--- src/rtl/edlp_pkg.sv ---
// ----------------------------------------------------------------------------
// edlp_pkg
// Shared types and constants for the debounce and long-press block.
// ----------------------------------------------------------------------------
package edlp_pkg;

    localparam int LEVEL_W = 17;
    localparam int COEF_W  = 16;
    localparam int TIME_W  = 32;
    localparam int HOLD_W  = 16;
    localparam int CFG_IDX_W = 2;

    localparam logic [LEVEL_W-1:0] ONE_Q16 = 17'h10000;

    localparam logic [COEF_W-1:0] FILTER_FACTOR_RST  = 16'd45875;
    localparam logic [COEF_W-1:0] TRIGGER_MARGIN_RST = 16'd6554;
    localparam logic [HOLD_W-1:0] LONG_PRESS_MS_RST  = 16'd1000;

    typedef logic [CFG_IDX_W-1:0] cfg_idx_t;

    localparam cfg_idx_t CFG_FILTER_FACTOR  = 2'd0;
    localparam cfg_idx_t CFG_TRIGGER_MARGIN = 2'd1;
    localparam cfg_idx_t CFG_LONG_PRESS_MS  = 2'd2;

    typedef enum logic [1:0] {
        PRESS_OFF  = 2'd0,
        PRESS_ON   = 2'd1,
        PRESS_LONG = 2'd2
    } press_state_t;

    typedef struct packed {
        logic              pin_level;
        logic [TIME_W-1:0] now_ms;
    } sample_t;

    typedef struct packed {
        logic is_pressed;
        logic is_long_pressed;
        logic was_pressed;
        logic was_released;
        logic was_long_pressed;
        logic was_long_released;
    } result_t;

    typedef struct packed {
        cfg_idx_t          index;
        logic [COEF_W-1:0] data;
    } cfg_write_t;

endpackage

--- src/rtl/edlp_if.sv ---
// ----------------------------------------------------------------------------
// edlp interfaces
// Valid/ready channels for samples, results and register writes.
// ----------------------------------------------------------------------------
interface edlp_sample_if;
    logic               valid;
    logic               ready;
    edlp_pkg::sample_t  data;

    modport source (output valid, output data, input ready);
    modport sink (input valid, input data, output ready);
    modport monitor (input valid, input data, input ready);
endinterface

interface edlp_result_if;
    logic               valid;
    logic               ready;
    edlp_pkg::result_t  data;

    modport source (output valid, output data, input ready);
    modport sink (input valid, input data, output ready);
    modport monitor (input valid, input data, input ready);
endinterface

interface edlp_cfg_if;
    logic                  valid;
    logic                  ready;
    edlp_pkg::cfg_write_t  data;

    modport source (output valid, output data, input ready);
    modport sink (input valid, input data, output ready);
    modport monitor (input valid, input data, input ready);
endinterface

--- src/rtl/ema_debounce_long_press_core.sv ---
// ----------------------------------------------------------------------------
// ema_debounce_long_press_core
// Button debouncer with moving-average filter, hysteresis and long press.
// ----------------------------------------------------------------------------
// The block returns one result beat per sample beat. An accepted sample loads
// the input register; once the result register is free or being drained, its
// result loads the result register, which drives the port. The filter
// multiply, the trigger compares and the press state update sit between those
// two registers, so with the result side ready the block takes one sample per
// cycle. Register writes are always taken and should be made only while no
// sample is in flight.
// ----------------------------------------------------------------------------
module ema_debounce_long_press_core (
    input  logic         clk,
    input  logic         rst_n,
    edlp_sample_if.sink  samp,
    edlp_result_if.source evt,
    edlp_cfg_if.sink     cfg
);

    logic [edlp_pkg::COEF_W-1:0] factor_reg;
    logic [edlp_pkg::COEF_W-1:0] margin_reg;
    logic [edlp_pkg::HOLD_W-1:0] hold_reg;

    logic                         in_valid_reg;
    logic                         in_pin_reg;
    logic [edlp_pkg::TIME_W-1:0]  in_now_reg;

    logic [edlp_pkg::LEVEL_W-1:0] level_reg;
    logic [edlp_pkg::LEVEL_W-1:0] level_next;
    logic                         trig_reg;
    logic                         trig_next;
    edlp_pkg::press_state_t       state_reg;
    edlp_pkg::press_state_t       state_next;
    logic [edlp_pkg::TIME_W-1:0]  last_off_reg;
    logic [edlp_pkg::TIME_W-1:0]  last_off_next;

    logic                         out_valid_reg;
    edlp_pkg::result_t            out_reg;
    edlp_pkg::result_t            out_next;

    logic                         advance;
    logic [edlp_pkg::TIME_W-1:0]  elapsed;
    logic                         long_held;

    assign cfg.ready  = 1'b1;
    assign advance    = in_valid_reg && (!out_valid_reg || evt.ready);
    assign samp.ready = !in_valid_reg || advance;
    assign evt.valid  = out_valid_reg;
    assign evt.data   = out_reg;

    always_ff @(posedge clk or negedge rst_n)
    begin
        if (!rst_n)
        begin
            factor_reg <= edlp_pkg::FILTER_FACTOR_RST;
            margin_reg <= edlp_pkg::TRIGGER_MARGIN_RST;
            hold_reg   <= edlp_pkg::LONG_PRESS_MS_RST;
        end
        else if (cfg.valid)
        begin
            case (cfg.data.index)
                edlp_pkg::CFG_FILTER_FACTOR:  factor_reg <= cfg.data.data;
                edlp_pkg::CFG_TRIGGER_MARGIN: margin_reg <= cfg.data.data;
                edlp_pkg::CFG_LONG_PRESS_MS:  hold_reg   <= cfg.data.data;
                default: ;
            endcase
        end
    end

    always_ff @(posedge clk or negedge rst_n)
    begin
        if (!rst_n)
        begin
            in_valid_reg <= 1'b0;
        end
        else if (samp.ready)
        begin
            in_valid_reg <= samp.valid;
        end
    end

    always_ff @(posedge clk)
    begin
        if (samp.valid && samp.ready)
        begin
            in_pin_reg <= samp.data.pin_level;
            in_now_reg <= samp.data.now_ms;
        end
    end

    edlp_filter u_filter (
        .level      (level_reg),
        .factor     (factor_reg),
        .margin     (margin_reg),
        .pin        (in_pin_reg),
        .trig       (trig_reg),
        .level_next (level_next),
        .trig_next  (trig_next)
    );

    // Wrapping subtraction keeps the hold time right across counter rollover.
    assign elapsed   = in_now_reg - last_off_reg;
    assign long_held = elapsed > {{(edlp_pkg::TIME_W-edlp_pkg::HOLD_W){1'b0}}, hold_reg};

    always_comb
    begin
        state_next    = state_reg;
        last_off_next = last_off_reg;
        out_next      = '0;
        if (trig_next)
        begin
            out_next.is_pressed = 1'b1;
            if (long_held)
            begin
                out_next.is_long_pressed = 1'b1;
                if (state_reg == edlp_pkg::PRESS_ON)
                begin
                    out_next.was_long_pressed = 1'b1;
                    state_next                = edlp_pkg::PRESS_LONG;
                end
            end
            else if (state_reg == edlp_pkg::PRESS_OFF)
            begin
                out_next.was_pressed = 1'b1;
                state_next           = edlp_pkg::PRESS_ON;
            end
        end
        else
        begin
            case (state_reg)
                edlp_pkg::PRESS_ON:   out_next.was_released      = 1'b1;
                edlp_pkg::PRESS_LONG: out_next.was_long_released = 1'b1;
                default: ;
            endcase
            state_next    = edlp_pkg::PRESS_OFF;
            last_off_next = in_now_reg;
        end
    end

    always_ff @(posedge clk or negedge rst_n)
    begin
        if (!rst_n)
        begin
            level_reg    <= edlp_pkg::ONE_Q16;
            trig_reg     <= 1'b0;
            state_reg    <= edlp_pkg::PRESS_OFF;
            last_off_reg <= '0;
        end
        else if (advance)
        begin
            level_reg    <= level_next;
            trig_reg     <= trig_next;
            state_reg    <= state_next;
            last_off_reg <= last_off_next;
        end
    end

    always_ff @(posedge clk or negedge rst_n)
    begin
        if (!rst_n)
        begin
            out_valid_reg <= 1'b0;
        end
        else if (advance)
        begin
            out_valid_reg <= 1'b1;
        end
        else if (evt.ready)
        begin
            out_valid_reg <= 1'b0;
        end
    end

    always_ff @(posedge clk)
    begin
        if (advance)
        begin
            out_reg <= out_next;
        end
    end

endmodule

--- src/rtl/edlp_filter.sv ---
// ----------------------------------------------------------------------------
// edlp_filter
// Exponential moving average of the pin level in Q1.16 and the hysteresis
// trigger that follows it.
// ----------------------------------------------------------------------------
module edlp_filter (
    input  logic [edlp_pkg::LEVEL_W-1:0] level,
    input  logic [edlp_pkg::COEF_W-1:0]  factor,
    input  logic [edlp_pkg::COEF_W-1:0]  margin,
    input  logic                         pin,
    input  logic                         trig,
    output logic [edlp_pkg::LEVEL_W-1:0] level_next,
    output logic                         trig_next
);

    logic [edlp_pkg::LEVEL_W+edlp_pkg::COEF_W-1:0] prod;
    logic [edlp_pkg::LEVEL_W-1:0]                  comp;
    logic [edlp_pkg::LEVEL_W:0]                    sum;
    logic [edlp_pkg::LEVEL_W-1:0]                  hi_thr;

    // The new-sample term is a multiple of 2^16, so it adds after the shift
    // without changing the truncation.
    assign prod = level * factor;
    assign comp = pin ? (edlp_pkg::ONE_Q16 - {1'b0, factor}) : '0;
    assign sum  = {1'b0, prod[edlp_pkg::LEVEL_W+edlp_pkg::COEF_W-1:edlp_pkg::COEF_W]}
                + {1'b0, comp};
    assign level_next = sum[edlp_pkg::LEVEL_W-1:0];

    assign hi_thr = edlp_pkg::ONE_Q16 - {1'b0, margin};

    always_comb
    begin
        trig_next = trig;
        if (!trig && (level_next < {1'b0, margin}))
        begin
            trig_next = 1'b1;
        end
        else if (trig && (level_next > hi_thr))
        begin
            trig_next = 1'b0;
        end
    end

endmodule

--- src/flat_wrapper.sv ---
// flat-port wrapper written by rule: the top's interface ports become plain ports
module ema_debounce_long_press_core_flat 
  (clk, rst_n, samp_valid, samp_data, samp_ready, evt_valid, evt_data, evt_ready, cfg_valid, cfg_data, cfg_ready);
  edlp_sample_if samp_i ();
  edlp_result_if evt_i ();
  edlp_cfg_if cfg_i ();
  input  logic clk;
  input  logic rst_n;
  input wire logic [$bits(samp_i.valid)-1:0] samp_valid;
  input wire logic [$bits(samp_i.data)-1:0] samp_data;
  output wire logic [$bits(samp_i.ready)-1:0] samp_ready;
  output wire logic [$bits(evt_i.valid)-1:0] evt_valid;
  output wire logic [$bits(evt_i.data)-1:0] evt_data;
  input wire logic [$bits(evt_i.ready)-1:0] evt_ready;
  input wire logic [$bits(cfg_i.valid)-1:0] cfg_valid;
  input wire logic [$bits(cfg_i.data)-1:0] cfg_data;
  output wire logic [$bits(cfg_i.ready)-1:0] cfg_ready;
  assign samp_i.valid = samp_valid;
  assign samp_i.data = samp_data;
  assign samp_ready = samp_i.ready;
  assign evt_valid = evt_i.valid;
  assign evt_data = evt_i.data;
  assign evt_i.ready = evt_ready;
  assign cfg_i.valid = cfg_valid;
  assign cfg_i.data = cfg_data;
  assign cfg_ready = cfg_i.ready;
  ema_debounce_long_press_core u_core (.clk(clk), .rst_n(rst_n), .samp(samp_i), .evt(evt_i), .cfg(cfg_i));
endmodule
--- config.mk ---
export PLATFORM = sky130hd
export DESIGN_NAME = ema_debounce_long_press_core_flat
export DESIGN_NICKNAME = d
export VERILOG_FILES = /design/src/rtl/edlp_pkg.sv /design/src/rtl/edlp_if.sv /design/src/rtl/ema_debounce_long_press_core.sv /design/src/rtl/edlp_filter.sv /design/src/flat_wrapper.sv
export SDC_FILE = /design/constraint.sdc
export NUM_CORES = 1
export LEC_CHECK = 0
export ABC_CLOCK_PERIOD_IN_PS = 18400
export BUFFER_PORTS_ARGS = -buffer_cell sky130_fd_sc_hd__buf_2
export CAP_MARGIN = 20
export CORE_AREA = 2 2 187 189
export DETAILED_ROUTE_END_ITERATION = 12
export DIE_AREA = 0 0 189 191
export PLACE_DENSITY = 0.78
export SYNTH_ARGS = -nofsm -noshare
export SYNTH_HDL_FRONTEND = slang
export SYNTH_SLANG_ARGS = --single-unit
--- constraint.sdc ---
create_clock -name clk -period 18.4 [get_ports clk]
set_clock_uncertainty 0.1 [all_clocks]
set_input_delay 5.52 -clock clk [delete_from_list [all_inputs] [get_ports clk]]
set_output_delay 5.52 -clock clk [all_outputs]
set_load 0.005 [all_outputs]
==> key figures <==
Run status
  – Outcome: completed

STA
  – Setup tns final: 0 ns
  – RSZ-0062 raised after global routing: false
  – Measured slew at the worst slew-check pin: 0.895 ns
  – Fmax: 86.4 MHz
  – Min Tclk post-route: 11.57 ns
  – Setup Viol. Count Final: 0
  – Final hold violations: 0
  – Final period util: 62.9%
  – Pins Over Slew Limit: 0
  – Max_slew headroom: 40.2%

Final layout
  – Antenna cells: 0
  – Commonest cells after routing, fill and taps aside: inv_1 (328), nand2_1 (234), fa_1 (209)
  – Fillers: 2844
  – Multi-input logic area: 0.0130 mm2
  – Synthesis-to-finish area growth: 6.85%
  – Nets: 2413
  – Sequential cell area: 0.00375 mm2
  – Share of layout cells above drive strength 1: 11.9%
  – Most common cell after layout, fill and taps aside: inv_1

Clock network
  – Clock Tree Root: clkbuf_16
  – CTS tree: yes
  – CTS Hold Bufs: 0
  – Post-CTS Resized: 0
  – Clock sinks: 141
  – CTS H-tree depth: 4
  – Worst skew pair latency: 0.43 ns
  – Postcts setup bufs: 0
  – Clock-pin slew on the worst setup and hold paths: 0.07 ns
  – Clock buffer depth: 2
  – Cts bufs inserted: 17

Global routing
  – Initial antenna violation count: 0
  – Vias in the first global route: 14.7k
  – Largest net degree at the start of global routing: 82
  – Global-route wire length before repair: 70100 um
  – GRT Total Usage: 24.0%
  – Total grt overflow: 0

Logic synthesis
  – Synth Instances: 1933
  – Synth Net Count: 2392
  – Yosys reg bits: 141
  – YS warnings: 0
  – Ys async rst share: 72.3%
  – Most used DFF post-synth: dfrtp_1
  – Post-synth EDFFs: 39
  – Yosys cell types: 92
  – Sequential fraction of the synthesis area: 20.6%
  – Syn Area/Cell: 9.43 um2
  – Mapped Area: 0.0182 mm2

Route
  – Via count: 13.5k
  – DRT Pass-1 Iters: 7
  – DRT iter0 DRCs: 705
  – DRT antenna net count: 0
  – Vias per inst: 5.57
  – Residual DRC: 0
  – Final WL: 40600 um
  – Wire per inst: 16.8 um

Die
  – Die W: 189 um
  – Die height: 191 um
  – Io pins: 65
  – Core region area: 0.0341 mm2
  – Die area: 0.0361 mm2
  – Starting density of the core: 53.4%
  – Row count: 68

Setup path
  – CP max FO: 3
  – CP Data Required Time: 12.78 ns
  – Startpoint class of the critical path: primary input
  – Data arrival, critical path: 5.95 ns
  – Crit. End Element: output port
  – Cells on worst reg2reg path: 40
  – Type of the worst setup path: in2out

Placement
  – I/O Buffers: 63
  – GPL Wtd Cong: 0.900
  – DP Wirelength: 32100 um

Worst hold path
  – Hold-critical path depth: 1
  – Worst Hold Class: reg2reg

Run
  – Max-cap violation count: 0
-- cell usage after synthesis (all sizes together) (16+ instances only) --
master	number	share of area, %
inv	328	6.8
nand2	235	4.9
fa	209	23
ha	194	13
and2	137	4.7
mux2	83	5.7
dfrtp	79	11
a21oi	77	2.2
clkbuf	57	1.2
nor2	56	1.2
o21ai	56	1.6
xnor2	47	2.3
edfxtp	39	6.4
a21o	23	0.95
dfstp	23	3.3
nand2b	22	0.75
nand3	22	0.60
nor3	22	0.60
xor2	18	0.86
nand4	16	0.55
o21a	16	0.70
-- path summary, 6_finish.rpt --
check | startpoint | endpoint | slack [ns]
setup / recovery | evt_ready | samp_ready | 6.83
hold / removal | u_core.in_valid_reg | u_core.evt.valid | 0.40
setup reg to reg | u_core.factor_reg[8] | u_core.last_off_reg[2] | 7.22
hold reg to reg | u_core.in_valid_reg | u_core.evt.valid | 0.40
max in group asynchronous | rst_n | u_core.hold_reg[3] | 12.29
min in group asynchronous | rst_n | u_core.last_off_reg[24] | 4.88
-- critical path, cell delays in order --
cell and delay, ns:
buf_2 0.10, nand3b_1 0.18, buf_2 0.15
-- layout make-up --
cell class | count | area share [%]
Timing Repair Buffer | 70 | 2.00
Multi-Input combinational cell | 1395 | 66.6
Clock inverter | 13 | 0.533
Inverter | 329 | 6.34
Sequential cell | 141 | 19.3
Tap cell | 455 | 2.92
Clock buffer | 19 | 2.38
-- metal layers --
metal	track usage [%]	share of wire (%)
met1	29.2	41
met2	44.0	52
met3	3.62	5.4
met4	6.79	1.5
met5	0	0
-- per-stage QoR --
stage	instance area [um2]	hold slack, ns	worst slack [ns]	cells	utilization [%]
after floorplan	18200	0.357	7.09	1933	-
after global placement	18900	0.374	6.84	2389	55.3
after detailed placement	18900	0.388	6.83	2389	55.3
after CTS	19500	0.404	6.83	2421	57.0
after global routing	19500	0.420	6.53	2422	57.1
final	19500	0.401	6.83	2422	57.1
-- kinds of logic after synthesis --
| kind of cell | count (synthesis) | synth area share (%) |
|---|---|---|
| other | 1 | 0.0206 |
| multiplexers | 90 | 6.09 |
| AND/OR/NAND/NOR | 579 | 16.0 |
| buffers and inverters | 397 | 8.33 |
| flip-flops | 141 | 20.6 |
| XOR/XNOR | 66 | 3.25 |
| adder cells (fa/ha/maj) | 404 | 36.3 |
| AO/OA/AOI/OAI | 255 | 9.38 |
Power is not shown: default switching activity piles up to over one toggle a cycle in this logic, so the estimate is an artifact.
